===== src/rtl/core/assert_macros.svh =====
// Assertion macros used by the solver controller.
`ifndef ASSERT_MACROS_SVH
`define ASSERT_MACROS_SVH
`ifndef SYNTHESIS
`define MCAS_ASSERT(lbl, clk, rstn, prop) \
    lbl: assert property (@(posedge clk) disable iff (!rstn) (prop)) \
        else $error("mcas assertion failed");
`define MCAS_NEVER(lbl, clk, rstn, cond) \
    lbl: assert property (@(posedge clk) disable iff (!rstn) !(cond)) \
        else $error("mcas forbidden condition");
`else
`define MCAS_ASSERT(lbl, clk, rstn, prop)
`define MCAS_NEVER(lbl, clk, rstn, cond)
`endif
`endif


===== src/rtl/core/mcas_pkg.sv =====
// Shared constants, codes and controller/datapath command types of the solver.
package mcas_pkg;

    localparam int MAX_N_DEF     = 16;
    localparam int COST_BITS_DEF = 16;

    localparam int SIZE_W     = 5;
    localparam int ROUNDS_W   = 16;
    localparam int CFG_IDX_W  = 1;
    localparam int CFG_DATA_W = 16;
    localparam int COST_W     = 16;
    localparam int OUT_IDX_W  = 4;
    localparam int OUT_DATA_W = 2 * OUT_IDX_W;

    localparam logic [SIZE_W-1:0]   SIZE_RST   = SIZE_W'(16);
    localparam logic [ROUNDS_W-1:0] ROUNDS_RST = ROUNDS_W'(100);

    typedef enum logic [CFG_IDX_W-1:0] {
        CFG_MATRIX_SIZE = 1'b0,
        CFG_MAX_ROUNDS  = 1'b1
    } t_cfg_reg;

    typedef enum logic [1:0] {
        WR_LOAD = 2'd0,
        WR_SUB  = 2'd1,
        WR_ADJ  = 2'd2
    } t_wr_op;

    typedef struct packed {
        logic   mem_rd;
        logic   mem_wr;
        t_wr_op wr_op;
        logic   load_sel;
        logic   row_stk;
        logic   min_init;
        logic   min_upd;
        logic   min_mask;
        logic   clr_match;
        logic   set_diag;
        logic   set_match;
        logic   clr_marks;
        logic   push_start;
        logic   push_col;
        logic   push_row;
        logic   flip;
        logic   out_load;
        logic   out_fail;
        logic   out_last;
    } t_dp_cmd;

    typedef struct packed {
        logic rdata_zero;
        logic row_matched;
        logic col_free;
        logic col_marked;
    } t_dp_stat;

endpackage


===== src/rtl/core/mcas_ctrl.sv =====
// Solver controller: configuration, load counting and the Hungarian method sequence.
module mcas_ctrl #(
    parameter int MAX_N = mcas_pkg::MAX_N_DEF
) (
    input  logic                                i_clk,
    input  logic                                i_rst_n,
    input  logic                                i_cfg_we,
    input  logic [mcas_pkg::CFG_IDX_W-1:0]      i_cfg_idx,
    input  logic [mcas_pkg::CFG_DATA_W-1:0]     i_cfg_wdata,
    input  logic                                i_s_tvalid,
    output logic                                o_s_tready,
    input  logic                                i_s_tlast,
    output logic                                o_m_tvalid,
    input  logic                                i_m_tready,
    input  mcas_pkg::t_dp_stat                  i_stat,
    input  logic [$clog2(MAX_N)-1:0]            i_stk_col,
    output mcas_pkg::t_dp_cmd                   o_cmd,
    output logic [$clog2(MAX_N+1)-1:0]          o_n,
    output logic [$clog2(MAX_N)-1:0]            o_row,
    output logic [$clog2(MAX_N)-1:0]            o_col,
    output logic [$clog2(MAX_N)-1:0]            o_sidx,
    output logic [$clog2(MAX_N*MAX_N)-1:0]      o_load_addr
);
    import mcas_pkg::*;
    `include "assert_macros.svh"

    localparam int IW = $clog2(MAX_N);
    localparam int NW = $clog2(MAX_N + 1);
    localparam int AW = $clog2(MAX_N * MAX_N);
    localparam int LW = $clog2(MAX_N * MAX_N + 1);

    typedef enum logic [22:0] {
        S_IDLE     = 23'h000001,
        S_RCHK     = 23'h000002,
        S_RED_RD   = 23'h000004,
        S_RED_MIN  = 23'h000008,
        S_RED_SRD  = 23'h000010,
        S_RED_SUB  = 23'h000020,
        S_DIAG_RD  = 23'h000040,
        S_DIAG_CHK = 23'h000080,
        S_GRD_RD   = 23'h000100,
        S_GRD_CHK  = 23'h000200,
        S_PASS     = 23'h000400,
        S_ROW      = 23'h000800,
        S_SCAN     = 23'h001000,
        S_TEST     = 23'h002000,
        S_PUSH     = 23'h004000,
        S_BACK     = 23'h008000,
        S_FLIP     = 23'h010000,
        S_ADJ_RD   = 23'h020000,
        S_ADJ_MIN  = 23'h040000,
        S_ADJ_WRD  = 23'h080000,
        S_ADJ_WR   = 23'h100000,
        S_EMIT     = 23'h200000,
        S_FAIL     = 23'h400000
    } t_state;

    t_state                r_state, n_state;
    logic [SIZE_W-1:0]     r_size;
    logic [ROUNDS_W-1:0]   r_max_rounds;
    logic [NW-1:0]         r_i, n_i;
    logic [NW-1:0]         r_j, n_j;
    logic [NW-1:0]         r_d, n_d;
    logic [NW-1:0]         r_assigned, n_assigned;
    logic [ROUNDS_W-1:0]   r_round, n_round;
    logic [LW-1:0]         r_load_cnt, n_load_cnt;
    logic                  r_col_phase, n_col_phase;
    logic                  r_progress, n_progress;
    logic                  r_out_valid;

    logic [NW-1:0] w_n;
    logic [LW-1:0] w_nn;
    logic          w_i_last;
    logic          w_j_last;
    logic          w_out_free;
    logic          w_take;
    logic [NW-1:0] w_asg_nx;

    // Clamp the size register into 1..MAX_N.
    always_comb begin
        if (r_size == '0) begin
            w_n = NW'(1);
        end else if (int'(r_size) > MAX_N) begin
            w_n = NW'(MAX_N);
        end else begin
            w_n = NW'(r_size);
        end
    end

    assign w_nn       = LW'(w_n) * LW'(w_n);
    assign w_i_last   = (r_i == w_n - NW'(1));
    assign w_j_last   = (r_j == w_n - NW'(1));
    assign w_out_free = !r_out_valid || i_m_tready;
    assign w_take     = i_stat.rdata_zero && i_stat.col_free;
    assign w_asg_nx   = r_assigned + NW'(w_take);
    assign o_n        = w_n;
    assign o_s_tready = (r_state == S_IDLE);
    assign o_m_tvalid = r_out_valid;
    assign o_load_addr = r_load_cnt[AW-1:0];

    always_comb begin
        o_row  = r_i[IW-1:0];
        o_col  = r_j[IW-1:0];
        o_sidx = r_d[IW-1:0];
        if (r_col_phase && (r_state == S_RED_RD || r_state == S_RED_MIN ||
                            r_state == S_RED_SRD || r_state == S_RED_SUB)) begin
            o_row = r_j[IW-1:0];
            o_col = r_i[IW-1:0];
        end
        if (r_state == S_DIAG_RD || r_state == S_DIAG_CHK) begin
            o_col = r_i[IW-1:0];
        end
        if (r_state == S_ROW) begin
            o_sidx = '0;
        end
        if (r_state == S_FLIP) begin
            o_sidx = r_j[IW-1:0];
        end
    end

    always_comb begin
        n_state     = r_state;
        n_i         = r_i;
        n_j         = r_j;
        n_d         = r_d;
        n_round     = r_round;
        n_load_cnt  = r_load_cnt;
        n_col_phase = r_col_phase;
        n_progress  = r_progress;
        n_assigned  = r_assigned;
        o_cmd       = '0;
        o_cmd.wr_op = WR_SUB;
        case (r_state)
            S_IDLE: begin
                if (i_s_tvalid) begin
                    if (r_load_cnt < w_nn) begin
                        o_cmd.mem_wr   = 1'b1;
                        o_cmd.wr_op    = WR_LOAD;
                        o_cmd.load_sel = 1'b1;
                        n_load_cnt     = r_load_cnt + LW'(1);
                    end
                    if (i_s_tlast) begin
                        n_load_cnt = '0;
                        n_round    = '0;
                        n_state    = S_RCHK;
                    end
                end
            end
            S_RCHK: begin
                if (r_round >= r_max_rounds) begin
                    n_state = S_FAIL;
                end else begin
                    o_cmd.clr_match = 1'b1;
                    o_cmd.min_init  = 1'b1;
                    n_i = '0;
                    n_j = '0;
                    n_col_phase = 1'b0;
                    n_state = S_RED_RD;
                end
            end
            S_RED_RD: begin
                o_cmd.mem_rd = 1'b1;
                n_state = S_RED_MIN;
            end
            S_RED_MIN: begin
                o_cmd.min_upd = 1'b1;
                if (w_j_last) begin
                    n_j = '0;
                    n_state = S_RED_SRD;
                end else begin
                    n_j = r_j + NW'(1);
                    n_state = S_RED_RD;
                end
            end
            S_RED_SRD: begin
                o_cmd.mem_rd = 1'b1;
                n_state = S_RED_SUB;
            end
            S_RED_SUB: begin
                o_cmd.mem_wr = 1'b1;
                if (w_j_last) begin
                    n_j = '0;
                    o_cmd.min_init = 1'b1;
                    if (w_i_last) begin
                        n_i = '0;
                        if (r_col_phase) begin
                            n_state = S_DIAG_RD;
                        end else begin
                            n_col_phase = 1'b1;
                            n_state = S_RED_RD;
                        end
                    end else begin
                        n_i = r_i + NW'(1);
                        n_state = S_RED_RD;
                    end
                end else begin
                    n_j = r_j + NW'(1);
                    n_state = S_RED_SRD;
                end
            end
            S_DIAG_RD: begin
                o_cmd.mem_rd = 1'b1;
                n_state = S_DIAG_CHK;
            end
            S_DIAG_CHK: begin
                if (!i_stat.rdata_zero) begin
                    n_i = '0;
                    n_j = '0;
                    n_assigned = '0;
                    n_state = S_GRD_RD;
                end else if (w_i_last) begin
                    o_cmd.set_diag = 1'b1;
                    n_i = '0;
                    n_state = S_EMIT;
                end else begin
                    n_i = r_i + NW'(1);
                    n_state = S_DIAG_RD;
                end
            end
            S_GRD_RD: begin
                o_cmd.mem_rd = 1'b1;
                n_state = S_GRD_CHK;
            end
            S_GRD_CHK: begin
                o_cmd.set_match = w_take;
                n_assigned = w_asg_nx;
                if (w_take || w_j_last) begin
                    if (w_i_last) begin
                        n_i = '0;
                        n_state = (w_asg_nx == w_n) ? S_EMIT : S_PASS;
                    end else begin
                        n_i = r_i + NW'(1);
                        n_j = '0;
                        n_state = S_GRD_RD;
                    end
                end else begin
                    n_j = r_j + NW'(1);
                    n_state = S_GRD_RD;
                end
            end
            S_PASS: begin
                o_cmd.clr_marks = 1'b1;
                n_progress = 1'b0;
                n_i = '0;
                n_state = S_ROW;
            end
            S_ROW: begin
                if (r_i == w_n) begin
                    if (r_progress) begin
                        n_state = S_PASS;
                    end else begin
                        o_cmd.min_init = 1'b1;
                        n_i = '0;
                        n_j = '0;
                        n_state = S_ADJ_RD;
                    end
                end else if (i_stat.row_matched) begin
                    n_i = r_i + NW'(1);
                end else begin
                    o_cmd.push_start = 1'b1;
                    n_d = '0;
                    n_j = '0;
                    n_state = S_SCAN;
                end
            end
            S_SCAN: begin
                if (r_j == w_n) begin
                    if (r_d == '0) begin
                        n_i = r_i + NW'(1);
                        n_state = S_ROW;
                    end else begin
                        n_d = r_d - NW'(1);
                        n_state = S_BACK;
                    end
                end else if (i_stat.col_marked) begin
                    n_j = r_j + NW'(1);
                end else begin
                    o_cmd.mem_rd  = 1'b1;
                    o_cmd.row_stk = 1'b1;
                    n_state = S_TEST;
                end
            end
            S_BACK: begin
                n_j = NW'(i_stk_col) + NW'(1);
                n_state = S_SCAN;
            end
            S_TEST: begin
                if (i_stat.rdata_zero) begin
                    o_cmd.push_col = 1'b1;
                    if (i_stat.col_free) begin
                        n_j = '0;
                        n_state = S_FLIP;
                    end else if (int'(r_d) + 1 >= MAX_N) begin
                        n_i = r_i + NW'(1);
                        n_state = S_ROW;
                    end else begin
                        n_d = r_d + NW'(1);
                        n_state = S_PUSH;
                    end
                end else begin
                    n_j = r_j + NW'(1);
                    n_state = S_SCAN;
                end
            end
            S_PUSH: begin
                o_cmd.push_row = 1'b1;
                n_j = '0;
                n_state = S_SCAN;
            end
            S_FLIP: begin
                o_cmd.flip = 1'b1;
                if (r_j == r_d) begin
                    n_progress = 1'b1;
                    n_assigned = r_assigned + NW'(1);
                    if (r_assigned + NW'(1) == w_n) begin
                        n_i = '0;
                        n_state = S_EMIT;
                    end else begin
                        n_i = r_i + NW'(1);
                        n_state = S_ROW;
                    end
                end else begin
                    n_j = r_j + NW'(1);
                end
            end
            S_ADJ_RD: begin
                o_cmd.mem_rd = 1'b1;
                n_state = S_ADJ_MIN;
            end
            S_ADJ_MIN: begin
                o_cmd.min_upd  = 1'b1;
                o_cmd.min_mask = 1'b1;
                n_state = S_ADJ_RD;
                if (w_j_last) begin
                    n_j = '0;
                    if (w_i_last) begin
                        n_i = '0;
                        n_state = S_ADJ_WRD;
                    end else begin
                        n_i = r_i + NW'(1);
                    end
                end else begin
                    n_j = r_j + NW'(1);
                end
            end
            S_ADJ_WRD: begin
                o_cmd.mem_rd = 1'b1;
                n_state = S_ADJ_WR;
            end
            S_ADJ_WR: begin
                o_cmd.mem_wr = 1'b1;
                o_cmd.wr_op  = WR_ADJ;
                n_state = S_ADJ_WRD;
                if (w_j_last) begin
                    n_j = '0;
                    if (w_i_last) begin
                        n_i = '0;
                        n_round = r_round + ROUNDS_W'(1);
                        n_state = S_RCHK;
                    end else begin
                        n_i = r_i + NW'(1);
                    end
                end else begin
                    n_j = r_j + NW'(1);
                end
            end
            S_EMIT: begin
                if (w_out_free) begin
                    o_cmd.out_load = 1'b1;
                    o_cmd.out_last = w_i_last;
                    if (w_i_last) begin
                        n_state = S_IDLE;
                    end else begin
                        n_i = r_i + NW'(1);
                    end
                end
            end
            S_FAIL: begin
                if (w_out_free) begin
                    o_cmd.out_load = 1'b1;
                    o_cmd.out_fail = 1'b1;
                    o_cmd.out_last = 1'b1;
                    n_state = S_IDLE;
                end
            end
            default: begin
                n_state = S_IDLE;
            end
        endcase
    end

    always_ff @(posedge i_clk) begin
        if (!i_rst_n) begin
            r_state      <= S_IDLE;
            r_size       <= SIZE_RST;
            r_max_rounds <= ROUNDS_RST;
            r_i          <= '0;
            r_j          <= '0;
            r_d          <= '0;
            r_assigned   <= '0;
            r_round      <= '0;
            r_load_cnt   <= '0;
            r_col_phase  <= 1'b0;
            r_progress   <= 1'b0;
            r_out_valid  <= 1'b0;
        end else begin
            r_state     <= n_state;
            r_i         <= n_i;
            r_j         <= n_j;
            r_d         <= n_d;
            r_assigned  <= n_assigned;
            r_round     <= n_round;
            r_load_cnt  <= n_load_cnt;
            r_col_phase <= n_col_phase;
            r_progress  <= n_progress;
            if (o_cmd.out_load) begin
                r_out_valid <= 1'b1;
            end else if (i_m_tready) begin
                r_out_valid <= 1'b0;
            end
            if (i_cfg_we) begin
                case (i_cfg_idx)
                    CFG_MATRIX_SIZE: r_size       <= i_cfg_wdata[SIZE_W-1:0];
                    CFG_MAX_ROUNDS:  r_max_rounds <= i_cfg_wdata[ROUNDS_W-1:0];
                    default: begin
                    end
                endcase
            end
        end
    end

    `MCAS_ASSERT(a_out_load_free, i_clk, i_rst_n, o_cmd.out_load |-> (!r_out_valid || i_m_tready))
    `MCAS_ASSERT(a_flip_bound, i_clk, i_rst_n, (r_state == S_FLIP) |-> (r_j <= r_d))
    `MCAS_NEVER(a_depth_bound, i_clk, i_rst_n, int'(r_d) >= MAX_N)
    `MCAS_ASSERT(a_load_rearm, i_clk, i_rst_n, ($past(r_state == S_IDLE) && (r_state == S_RCHK)) |-> (r_load_cnt == '0))

endmodule


===== config.mk =====
export PLATFORM = sky130hd
export DESIGN_NAME = mcas_ctrl
export DESIGN_NICKNAME = d
export VERILOG_FILES = /design/src/rtl/core/mcas_pkg.sv /design/src/rtl/core/mcas_ctrl.sv
export VERILOG_INCLUDE_DIRS = /design/src /design/src/rtl/core
export SDC_FILE = /design/constraint.sdc
export NUM_CORES = 1
export LEC_CHECK = 0
export ABC_CLOCK_PERIOD_IN_PS = 10200
export BUFFER_PORTS_ARGS = -buffer_cell sky130_fd_sc_hd__buf_2
export CORE_ASPECT_RATIO = 0.5
export CORE_MARGIN = 2
export CORE_UTILIZATION = 60
export DETAILED_ROUTE_END_ITERATION = 7
export GPL_TIMING_DRIVEN = 0
export PLACE_DENSITY = 0.87
export SKIP_CTS_REPAIR_TIMING = 1
export SLEW_MARGIN = 20
export SYNTH_ARGS = -nofsm -noshare
export SYNTH_HDL_FRONTEND = slang
export SYNTH_SLANG_ARGS = --single-unit

===== constraint.sdc =====
create_clock -name i_clk -period 10.2 [get_ports i_clk]
set_input_delay 0 -clock i_clk [delete_from_list [all_inputs] [get_ports i_clk]]
set_output_delay 0 -clock i_clk [all_outputs]
set_load 0.03 [all_outputs]

# Word level (Yosys, flattened, before mapping)
# Cells that the tools add are included.
[classes]
add_sub_neg = 11
n_mul = 1
n_lt_le_gt_ge = 4
n_eq_ne = 63
mux = 127
n_bitwise = 1
reduce_logical = 37
[ops]
columns = ["cell", "count"]
rows = [
  ["$pmux W23 S22", 1],
  ["$mux W23", 15],
  ["$mux W5", 38],
  ["$mux W22", 5],
  ["$pmux W5 S10", 2],
  ["$mux W16", 5],
  ["$mux W20", 4],
  ["$ne A2 B2 Y1 const B", 24],
  ["$eq A5 B5 Y1", 7],
  ["$mux W1", 32],
  ["$pmux W16 S2", 1],
  ["$pmux W5 S3", 2],
  ["$mux W4", 7],
  ["$eq A23 B1 Y1 const B", 1],
  ["$eq A23 B10 Y1 const B", 1],
  ["$eq A23 B11 Y1 const B", 1],
  ["$eq A23 B12 Y1 const B", 1],
  ["$eq A23 B13 Y1 const B", 1],
  ["$eq A23 B14 Y1 const B", 1],
  ["$eq A23 B15 Y1 const B", 1],
  ["$eq A23 B16 Y1 const B", 1],
  ["$eq A23 B17 Y1 const B", 1],
  ["$eq A23 B18 Y1 const B", 1],
  ["$eq A23 B19 Y1 const B", 1],
  ["55 further kinds", 90],
]
[word_totals]
register_bits = 92
input_bits = 31
output_inout_bits = 47
word_cells = 256

# Depth between registers and ports, before layout
# Gate-level depths: netlist of the first run.
[logic_depth]
depth_word = 8
ltp_mapped = 23
ltp_nobuf = 20

# Worst setup path before layout of the first run
# OpenSTA, ideal clock, no wires.
[synth_path]
path_kind = "flip-flop to flip-flop"
startpoint = "register r_size[4]"
endpoint = "register r_load_cnt[4]"
setup_time_ps = 128
arrival_time_ps = 5293
required_time_ps = 10072
setup_slack_ps = 4779
path_stages_with_launch = 24
n_path_buf = 3
synth_period_minus_slack_ps = 5421
cell_sequence = "dfxtp_1 clkbuf_1 clkbuf_1 nor2b_1 clkbuf_1 nand2_1 fa_1 fa_1 fa_1 inv_1 ha_1 a21oi_1 o21bai_1 a21oi_1 xor2_1 ha_1 nor3_1 o21ai_0 a31oi_1 nand2_1 inv_1 nand2_1 xor2_1 nor2_1"
[synth_between]
elab_chain_len = 7
word_cells_on_any_way = 8
classes_between = "mul (1); order compare (2); mux (2); reduce/logical (3)"
[synth_rtl]
columns = ["item", "line", "source"]
rows = [
  ["from (decl)", "mcas_ctrl.sv:59", "logic [SIZE_W-1:0] r_size;"],
  ["from (signal assigned)", "mcas_ctrl.sv:423", "CFG_MATRIX_SIZE: r_size <= i_cfg_wdata[SIZE_W-1:0];"],
  ["$gt A5 B5 Y1", "mcas_ctrl.sv:83", "end else if (int'(r_size) > MAX_N) begin"],
  ["$mux W5", "mcas_ctrl.sv:83", ""],
  ["$mux W5 (*)", "mcas_ctrl.sv:81", "if (r_size == '0) begin"],
  ["named net o_n[1]", "mcas_ctrl.sv:18", "output logic [$clog2(MAX_N+1)-1:0] o_n,"],
  ["$mul A5 B5 Y9 (*)", "mcas_ctrl.sv:90", "assign w_nn = LW'(w_n) * LW'(w_n);"],
  ["$lt A9 B9 Y1 (*)", "mcas_ctrl.sv:136", "if (r_load_cnt < w_nn) begin"],
  ["$reduce_bool A2 Y1 (no source line) (*)", "-", ""],
  ["$reduce_and A3 Y1 (no source line) (*)", "-", ""],
  ["to (signal assigned)", "mcas_ctrl.sv:413", "r_load_cnt <= n_load_cnt;"],
  ["to (decl)", "mcas_ctrl.sv:66", "logic [LW-1:0] r_load_cnt, n_load_cnt;"],
]
# The timed path passes the listed nets; every way through them passes the cells marked *.
# A chain may end at the register's enable or synchronous reset.

==> results by group, run 1 <==
Status
  – Status: finished, violations left
  – Failing checks: hold timing

Layout
  – Final Instance Area: 8060 µm²
  – Share of cells above drive strength 1: 12.6%
  – Area grow syn2layout: 15.0%
  – Fin nets: around 1.1k
  – Ant diodes: 0

Die
  – Die Span Y: 80.4 µm
  – Initial Util: a little over three fifths
  – Die Span X: roughly 160 µm
  – Floorplan row count: 27
  – IO Pins: 78
  – Die area: between 10000 and 15000 µm²
  – Core Footprint: 11200 µm²

Critical path
  – Launching point of the worst reg2reg path: r_size[4]$_SDFFE_PN1P_
  – WP data required: 10.20 ns
  – CP delay by family, top: adder cells
  – Crit-path cells: clkbuf_1 -> clkbuf_1 -> nor2b_1 -> clkbuf_1 -> nand2_1 -> fa_1 -> fa_1 -> fa_1 -> inv_1 -> ha_1 -> a21oi_1 -> o21bai_1 -> a21oi_1 -> xor2_1 -> ha_1 -> nor3_1 -> o21ai_0 -> a31oi_1 -> nand2_1 -> inv_1 -> buf_2
  – Crit path capture type: primary output
  – WP data arrival: 6.22 ns
  – Crit-path max FO: 10
  – Critical path class: reg -> out
  – CP max-delay cell: fa_1
  – Worst stage delay on the critical path: 0.57 ns
  – Buffers and inverters on the worst path: 6
  – Worst setup startpoint: r_size[4]$_SDFFE_PN1P_
  – Worst Setup Start Kind: flip-flop

STA
  – Slew Limit Fails: 0
  – Maximum clock rate: 161 MHz
  – Rel. slew slack: between 20% and 30%
  – Final setup fails: 0
  – Final hold violation count: 3
  – Clk_skew: around 0.0067 ns
  – Min Tclk post-route: ~6.2 ns
  – WHS: -0.0139 ns
  – Fin crit share: 60.9%
  – RSZ-0062 raised after global routing: false
  – Total negative setup slack: 0 ns
  – Final WS setup: 3.98 ns
  – Tightest Pin Transition: 1.05 ns

Clock tree
  – Clk_lat worst skew: around 0.36 ns
  – H-tree Lvls: 3
  – CTS Buffer Depth: 2
  – Worst-path clk slew: ~0.080 ns
  – Total clock sinks: between 90 and 100
  – CTS tree: done
  – Clk root buf: clkbuf_16
  – CTS Buf Count: 9

Routing
  – Routed via count: 7404
  – DR vias/cell: 6.22
  – DR DRC count: 0
  – Drt wl/cell: 18.0 µm
  – Router iterations before antenna repair: 8
  – Drt total wl: 21400 µm
  – DR iter-0 viols: ~700
  – ANT nets after route: 0

Synth
  – Largest family of logic cells by synthesized area: simple AND/OR/NAND/NOR gates
  – Most common cell in the netlist: nor2_1
  – Post-synthesis mux area share: 1.18%
  – Synth Warn #: 0
  – Synth Area in Simple Gates: 31.5%
  – EDFF count, synth: 0
  – Ys flop type: dfxtp_1
  – Synth Area in Compound Gates: 17.6%
  – Post-synth top area share: 26.3%
  – Cells after synthesis: 922
  – Synth area leaders: dfxtp_1 (26%), ha_1 (8.0%), nor2_1 (5.6%), nand2_1 (4.8%), xnor2_1 (3.6%)
  – Synth Register Bits: 92
  – Count of different cell masters after synthesis: 82
  – Synth Cell Area: 7010 µm²
  – Async S/R FF share, synth: 0%
  – Xor and xnor area share after synthesis: 7.64%
  – Synth Area in Adders: 9.46%
  – Synth area leader: dfxtp_1
  – Seq/Total Area, Yosys: 26.3%
  – Most frequent cells after synthesis: nor2_1 (105), dfxtp_1 (92), nand2_1 (90)
  – Mean Syn Cell Area: 7.60 µm²

Global routing
  – Grt total ovfl: 0
  – GR Util met3: around 7%
  – Wire length of the first global-routing pass: 33600 µm
  – Gr busiest metal: met2
  – Largest net degree at the start of global routing: 20
  – Vias in the first global route: around 6.7k
  – Met1 Use GR: 45.2%
  – Initial antenna violation count: 1
  – GRT Total Usage: 34.1%
  – M2 GR Usage: 55.7%

Place
  – Final GP Congestion: approximately 1
  – Dpl hpwl: between 15000 and 20000 µm
  – Port bufs: 76
  – Dpl ws: 4.37 ns
  – Post-DP Area: 7600 µm²

Worst hold path
  – Worst hold path class: in -> reg
  – Hold Crit Start: i_m_tready

Power
  – Cell leakage power: 3.46 nW
  – Pwr Density: between 100 and 150 nW/µm²
  – Max IR drop VDD: 0.0838 mV

Flow run
  – Total of max-cap violations: 0
-- worst register-to-register path: cells and delay by family (launching register included) --
| kind | cells | cell delay (ns) |
|---|---|---|
| flops | 1 | 0.47 |
| simple gates | 6 | 0.77 |
| compound gates | 5 | 1.04 |
| buf+inv | 5 | 1.27 |
| fa+ha+maj | 5 | 2.11 |
| xor+xnor | 2 | 0.23 |
-- registers in the layout, summed over array words and instances, names as in the netlist --
name and cells:
r_progress 1, r_col_phase 1, r_state 23, r_size 5
r_round 16, r_load_cnt 9, o_m_tvalid 1, r_j 5
r_assigned 5, r_d 5, r_i 5, r_max_rounds 16
-- metal layers --
| layer | routed length, µm | part of all wire [%] |
|---|---|---|
| met1 | 9200 | 43 |
| met4 | 516 | 2.4 |
| met5 | 0 | 0 |
| met3 | 2060 | 9.6 |
| met2 | 9660 | 45 |
-- path summary, 6_finish.rpt --
check / endpoint / slack [ns] / depth (start not counted)
max: o_cmd[15] / 3.98 / 21
min: o_m_tvalid$_SDFFE_PN0P_ / -0.01 / 3
max reg2reg: r_load_cnt[4]$_SDFFE_PN0P_ / 4.17 / 23
min reg2reg: r_max_rounds[3]$_SDFFE_PN0P_ / 0.46 / 2
-- layout by cell type (no fill, tap or decap), types with 10 or more instances in the layout --
| cell | count |
|---|---|
| a21oi_1 | 50 |
| and2_1 | 10 |
| and3_1 | 10 |
| buf_2 | 81 |
| clkbuf_1 | 32 |
| dfxtp_1 | 92 |
| dlygate4sd3_1 | 16 |
| ha_1 | 45 |
| inv_1 | 55 |
| nand2_1 | 90 |
| nand2b_1 | 13 |
| nand3_1 | 49 |
| nand4_1 | 13 |
| nor2_1 | 105 |
| nor2b_1 | 16 |
| nor3_1 | 32 |
| nor4_1 | 17 |
| o21ai_0 | 34 |
| o21ai_1 | 16 |
| xnor2_1 | 29 |
| xor2_1 | 27 |
-- logic make-up after synthesis --
family | after synthesis
AO/OA/AOI/OAI | 186
adder cells (fa/ha/maj) | 50
AND/OR/NAND/NOR | 420
buffers and inverters | 106
XOR/XNOR | 58
other | 2
flip-flops | 92
multiplexers | 8
-- where the power goes --
| group | internal (mW) | total (mW) | switching (mW) |
|---|---|---|---|
| Clock | 0.174 | 0.349 | 0.175 |
| Combinational | 0.0676 | 0.201 | 0.134 |
| Sequential | 0.368 | 0.377 | 0.00902 |
-- cell type report --
type                            count  area (µm²)
Multi-Input combinational cell    726        4740
Clock inverter                      7        77.6
Buffer                             50         228
Tap cell                          159         199
Timing Repair Buffer               92         541
Sequential cell                    92        1840
Fill cell                         942        3120
Clock buffer                        9         225
Inverter                           56         210
-- through the flow --
step	util [%]	power (mW)	hold slack (ns)	cells
after CTS	70.7	0.916	-0.127	1175
final	72.1	0.927	-0.0139	1191
after floorplan	-	0.521	0.0718	924
after detailed placement	68.0	0.575	0.251	1159
after global placement	67.9	0.571	0.240	1159
after global routing	72.1	0.960	0.00120	1191
(Power assumes the default switching activity.)
==> run 2, diff against run 1 <==
--- a/config.mk
+++ b/config.mk
@@ -6,14 +6,14 @@
 export SDC_FILE = /design/constraint.sdc
 export NUM_CORES = 1
 export LEC_CHECK = 0
-export ABC_CLOCK_PERIOD_IN_PS = 10200
+export ABC_CLOCK_PERIOD_IN_PS = 5300
 export BUFFER_PORTS_ARGS = -buffer_cell sky130_fd_sc_hd__buf_2
 export CORE_ASPECT_RATIO = 0.5
 export CORE_MARGIN = 2
-export CORE_UTILIZATION = 60
+export CORE_UTILIZATION = 54
 export DETAILED_ROUTE_END_ITERATION = 7
 export GPL_TIMING_DRIVEN = 0
-export PLACE_DENSITY = 0.87
+export PLACE_DENSITY = 0.83
 export SKIP_CTS_REPAIR_TIMING = 1
 export SLEW_MARGIN = 20
 export SYNTH_ARGS = -nofsm -noshare
==> constraint.sdc (replaced) <==
create_clock -name i_clk -period 5.3 [get_ports i_clk]
set_input_delay 0 -clock i_clk [delete_from_list [all_inputs] [get_ports i_clk]]
set_output_delay 0 -clock i_clk [all_outputs]
set_load 0.03 [all_outputs]
==> results by group, run 2 (synthesis results as in run 1) <==
Die
  – Initial Util: 55.4%
  – Core Footprint: roughly 13000 µm²
  – Floorplan row count: 29
  – Die area: approximately 14000 µm²
  – IO Pins: 78
  – Die Span Y: between 80 and 90 µm
  – Die Span X: 165 µm

STA
  – Rel. slew slack: between 20% and 30%
  – Min Tclk post-route: 5.06 ns
  – WHS: roughly 0.00087 ns
  – Maximum clock rate: just under 200 MHz
  – Clk_skew: 0.00451 ns
  – Slew Limit Fails: 0
  – Final setup fails: 0
  – Total negative setup slack: 0 ns
  – Tightest Pin Transition: 1.17 ns
  – Final hold violation count: 0
  – Fin crit share: between 90% and 100%

Routing
  – Router iterations before antenna repair: 6
  – Routed via count: 7214
  – Drt total wl: just over 20000 µm
  – ANT nets after route: 0
  – DR iter-0 viols: 683
  – DR vias/cell: 6.00
  – DR DRC count: 0
  – Drt wl/cell: approximately 17 µm

Layout
  – Utilization after layout: ~64%
  – Leading registers by flop count: r_state x23, r_max_rounds x16, r_round x16
  – Commonest cells after routing, fill and taps aside: nor2_1 (104), dfxtp_1 (91), nand2_1 (88)
  – Commonest non-fill, non-tap cell in the layout: nor2_1
  – Fin nets: 1109
  – Max reg flops: 23
  – Filler cell count: 1096
  – Top reg by flops: r_state
  – Share of cells above drive strength 1: 13.7%
  – Ant diodes: 0
  – Area grow syn2layout: 15.3%

Place
  – Dpl hpwl: 15800 µm
  – Final GP Congestion: 0.981
  – Port bufs: 76

Critical path
  – CP max-delay cell: fa_1
  – Critical path class: reg -> out
  – Buffers and inverters on the worst path: 6
  – Crit-path cells: buf_4 -> buf_4 -> nor2b_1 -> buf_4 -> nand2_2 -> fa_1 -> fa_1 -> fa_1 -> inv_1 -> ha_1 -> a21oi_1 -> nor2_1 -> nor2_2 -> o21bai_1 -> a21oi_1 -> xnor2_1 -> ha_1 -> a31oi_2 -> nand2_2 -> inv_2 -> nor2_1 -> buf_2
  – WP data required: 5.30 ns
  – Worst Setup Start Kind: flip-flop
  – WP data arrival: 5.06 ns
  – Worst stage delay on the critical path: 0.54 ns
  – Crit-path max FO: 10
  – CP delay by family, top: adder cells
  – Crit path capture type: primary output

Clock tree
  – H-tree Lvls: 3
  – CTS tree: done
  – Worst-path clk slew: 0.06 ns
  – Clk root buf: clkbuf_16
  – CTS Buf Count: 9
  – CTS Buffer Depth: 2
  – Clk_lat worst skew: 0.35 ns
  – Total clock sinks: 92

Global routing
  – Vias in the first global route: 6582
  – Grt total ovfl: 0
  – Wire length of the first global-routing pass: 32300 µm
  – GRT Total Usage: 29.3%
  – Largest net degree at the start of global routing: 15
  – Initial antenna violation count: 0

Power
  – Cell leakage power: 3.46 nW
  – Max IR drop VDD: between 0.1 and 0.15 mV
  – Pwr Density: 213 nW/µm²

Status
  – Status: completed

Worst hold path
  – Worst hold path class: in -> reg

Flow run
  – Total of max-cap violations: 0
run 2: changes by cell type in the layout (fill, tap and decap cells not counted), sizes merged:
| cell | delta |
|---|---|
| clkinv | -1 |
| buf | +5 |
| clkbuf | -2 |
| inv | -4 |
| clkinvlp | +2 |
run 2: through the flow:
step	instances	setup slack, ns	area (µm²)	power (mW)
CTS	1185	-0.613	7870	1.70
detailed placement	1170	-0.421	7610	1.10
finish	1202	0.236	8080	1.72
floorplan	924	0.00166	7020	1.00
global route	1202	-0.0235	8080	1.79
global placement	1170	-0.272	7610	1.10
run 2: path summary, 6_finish.rpt:
| check | from | to | slack (ns) | depth (start not counted) |
|---|---|---|---|---|
| max | r_size[4]$_SDFFE_PN1P_ | o_cmd[16] | 0.24 | 22 |
| min | i_stat[3] | r_state[8]$_SDFFE_PN0P_ | 0.0009 | 4 |
| min reg2reg | r_max_rounds[15]$_SDFFE_PN0P_ | r_max_rounds[15]$_SDFFE_PN0P_ | 0.46 | 2 |
| max reg2reg | r_size[4]$_SDFFE_PN1P_ | r_load_cnt[2]$_SDFFE_PN0P_ | 0.41 | 23 |
run 2: layout make-up:
| type | count | area [µm²] | area share [%] |
|---|---|---|---|
| clock buffers | 11 | 233 | 2.88 |
| inverters | 56 | 210 | 2.60 |
| well taps | 170 | 213 | 2.63 |
| multi-input cells | 726 | 4760 | 58.9 |
| clock inverters | 4 | 27.5 | 0.341 |
| flip-flops and latches | 92 | 1840 | 22.8 |
| repair buffers | 94 | 556 | 6.87 |
| plain buffers | 49 | 236 | 2.93 |
run 2: routing by layer:
metal / routed length, µm / vias to the layer above / track usage (%)
met5: 0 / - / 0
met4: 415 / 0 / 9.33
met3: 2030 / 45 / 6.92
met2: 9540 / 340 / 46.6
met1: 8690 / 3337 / 39.4
li1: - / 3492 / -
run 2: power breakdown:
| part | total [mW] | switching [mW] | internal, mW |
|---|---|---|---|
| Clock | 0.605 | 0.289 | 0.315 |
| Combinational | 0.390 | 0.257 | 0.132 |
| Sequential | 0.727 | 0.0187 | 0.708 |
| Total | 1.72 | 0.565 | 1.16 |
run 2: worst reg2reg max path: cells and delay by family, from the launching register on:
kind,cells,cell delay (ns)
and+or+nand+nor,7,0.60
xor gates and xnor gates,2,0.30
AOI/OAI and AO/OA,4,0.70
buffers and inverters,5,0.68
DFF,1,0.40
adders and majority gates,5,2.10
==> run 3, diff against run 2 <==
--- a/config.mk
+++ b/config.mk
@@ -10,12 +10,13 @@
 export BUFFER_PORTS_ARGS = -buffer_cell sky130_fd_sc_hd__buf_2
 export CORE_ASPECT_RATIO = 0.5
 export CORE_MARGIN = 2
-export CORE_UTILIZATION = 54
+export CORE_UTILIZATION = 56
+export CTS_BUF_LIST = sky130_fd_sc_hd__clkbuf_4 sky130_fd_sc_hd__clkbuf_8
 export DETAILED_ROUTE_END_ITERATION = 7
 export GPL_TIMING_DRIVEN = 0
-export PLACE_DENSITY = 0.83
+export PLACE_DENSITY = 0.86
 export SKIP_CTS_REPAIR_TIMING = 1
-export SLEW_MARGIN = 20
+export SLEW_MARGIN = 10
 export SYNTH_ARGS = -nofsm -noshare
 export SYNTH_HDL_FRONTEND = slang
 export SYNTH_SLANG_ARGS = --single-unit
==> results by group, run 3 (synthesis results as in run 1) <==
Status
  – Status: completed

STA
  – WHS: about 0.0071 ns
  – Min Tclk post-route: approximately 5.2 ns
  – Clk_skew: 0.0160 ns
  – Maximum clock rate: around 190 MHz
  – Final WS setup: 0.127 ns
  – Slew Limit Fails: 0
  – Final setup fails: 0
  – Final hold violation count: 0
  – Rel. slew slack: about 22%
  – Tightest Pin Transition: 1.17 ns
  – Fin crit share: 97.6%

Power
  – Max IR drop VDD: 0.140 mV
  – Cell leakage power: 3.49 nW
  – Pwr Density: about 210 nW/µm²
  – Overall power: 1.70 mW

Routing
  – Routed via count: 7391
  – Router iterations before antenna repair: 6
  – DR DRC count: 0
  – DR vias/cell: 6.13
  – DR iter-0 viols: 770
  – ANT nets after route: 0
  – Drt wl/cell: 18.2 µm
  – Drt total wl: 22000 µm

Layout
  – Ant diodes: 0
  – Share of cells above drive strength 1: 15.1%
  – Top reg by flops: r_state
  – Final Instance Area: 8160 µm²
  – Commonest cells after routing, fill and taps aside: nor2_1 (102), dfxtp_1 (91), nand2_1 (88)
  – Max reg flops: 23
  – Utilization after layout: 67.9%
  – Leading registers by flop count: r_state x23, r_max_rounds x16, r_round x16
  – Commonest non-fill, non-tap cell in the layout: nor2_1
  – Area grow syn2layout: 16.4%
  – Fin nets: 1117

Die
  – Die area: about 13000 µm²
  – Initial Util: 58.3%
  – Die Span X: 162 µm
  – Floorplan row count: 28
  – Core Footprint: 12000 µm²
  – IO Pins: 78
  – Die Span Y: around 83 µm

Worst hold path
  – Hold EP: r_max_rounds[15]$_SDFFE_PN0P_
  – Hold Crit Start: i_cfg_idx
  – Worst hold path class: in -> reg
  – Hold path cells: 4

Place
  – Final GP Congestion: 0.974
  – Dpl ws: -0.483 ns
  – Post-DP Area: 7610 µm²
  – Dpl hpwl: 16200 µm
  – Port bufs: 76

Global routing
  – GRT Total Usage: 31.5%
  – Largest net degree at the start of global routing: 17
  – Wire length of the first global-routing pass: 34100 µm
  – Initial antenna violation count: 0
  – Vias in the first global route: 6754
  – Grt total ovfl: 0

Clock tree
  – Clk_lat worst skew: 0.39 ns
  – Worst-path clk slew: 0.10 ns
  – CTS Buffer Depth: 2
  – H-tree Lvls: 3
  – Clk root buf: clkbuf_8
  – CTS Buf Count: 9
  – Total clock sinks: 92
  – CTS tree: done

Flow run
  – Total of max-cap violations: 0

Critical path
  – WP data arrival: ~5.2 ns
  – Worst Setup Start Kind: flip-flop
  – Crit path capture type: primary output
  – WP data required: around 5.3 ns
  – Flop2flop setup slack: roughly 0.26 ns
  – Reg-to-reg endpoint: r_load_cnt[6]$_SDFFE_PN0P_
  – Launching point of the worst reg2reg path: r_size[4]$_SDFFE_PN1P_
  – Critical path class: reg -> out
  – Worst R2R Path Depth: 22
  – Crit-path max FO: 10
-- run 3: worst max-delay path by stage --
| stage | start | end | slack [ns] | cells after the start |
|---|---|---|---|---|
| floorplan | r_size[4]$_SDFFE_PN1P_ | r_load_cnt[4]$_SDFFE_PN0P_ | 0.002 | 23 |
| global placement | r_size[4]$_SDFFE_PN1P_ | r_load_cnt[4]$_SDFFE_PN0P_ | -0.31 | 23 |
| detailed placement | r_size[4]$_SDFFE_PN1P_ | r_load_cnt[4]$_SDFFE_PN0P_ | -0.48 | 23 |
| CTS | r_size[4]$_SDFFE_PN1P_ | o_cmd[16] | -0.82 | 22 |
| global route | r_size[4]$_SDFFE_PN1P_ | o_cmd[16] | -0.12 | 22 |
| finish | r_size[4]$_SDFFE_PN1P_ | o_cmd[16] | 0.13 | 22 |
-- run 3: critical path, cell delays in order, from the launching register on --
cell	delay [ns]
dfxtp_2	0.37
buf_4	0.18
buf_4	0.18
nor2b_1	0.16
buf_4	0.18
nand2_2	0.09
fa_1	0.54
fa_1	0.47
fa_1	0.56
inv_1	0.07
ha_4	0.23
a21oi_2	0.17
o21bai_1	0.10
a21oi_2	0.16
xor2_1	0.18
ha_2	0.31
nor2_2	0.12
nor2_2	0.08
a31oi_4	0.22
nand2_2	0.12
inv_4	0.10
nor2_1	0.04
buf_2	0.17
-- run 3: layout make-up --
cell class              count  area [µm²]
repair buffers            102         628
fillers                  1014        3850
inverters                  56         213
clock inverters             7        96.3
multi-input cells         726        4810
clock buffers               9         124
plain buffers              49         236
well taps                 165         206
flip-flops and latches     92        1840
-- run 3: metal layers --
layer / part of all wire, % / track usage [%] / wire (µm) / vias to the layer above
met2: 46 / 49.7 / 10100 / 373
met1: 41 / 42.5 / 9080 / 3466
li1: - / - / - / 3488
met4: 2.5 / 9.98 / 556 / 0
met5: 0 / 0 / 0 / -
met3: 10 / 7.64 / 2220 / 64
-- run 3: where the power goes --
| group | total (mW) | internal [mW] | switching, mW |
|---|---|---|---|
| clock network | 0.556 | 0.270 | 0.286 |
| logic | 0.416 | 0.139 | 0.277 |
| registers | 0.728 | 0.708 | 0.0198 |
| total | 1.70 | 1.12 | 0.583 |
-- run 3: stage by stage --
stage	TNS, ns	instances
floorplan	0	924
global placement	-1.96	1165
detailed placement	-4.18	1165
CTS	-6.77	1181
global route	-0.329	1206
finish	0	1206
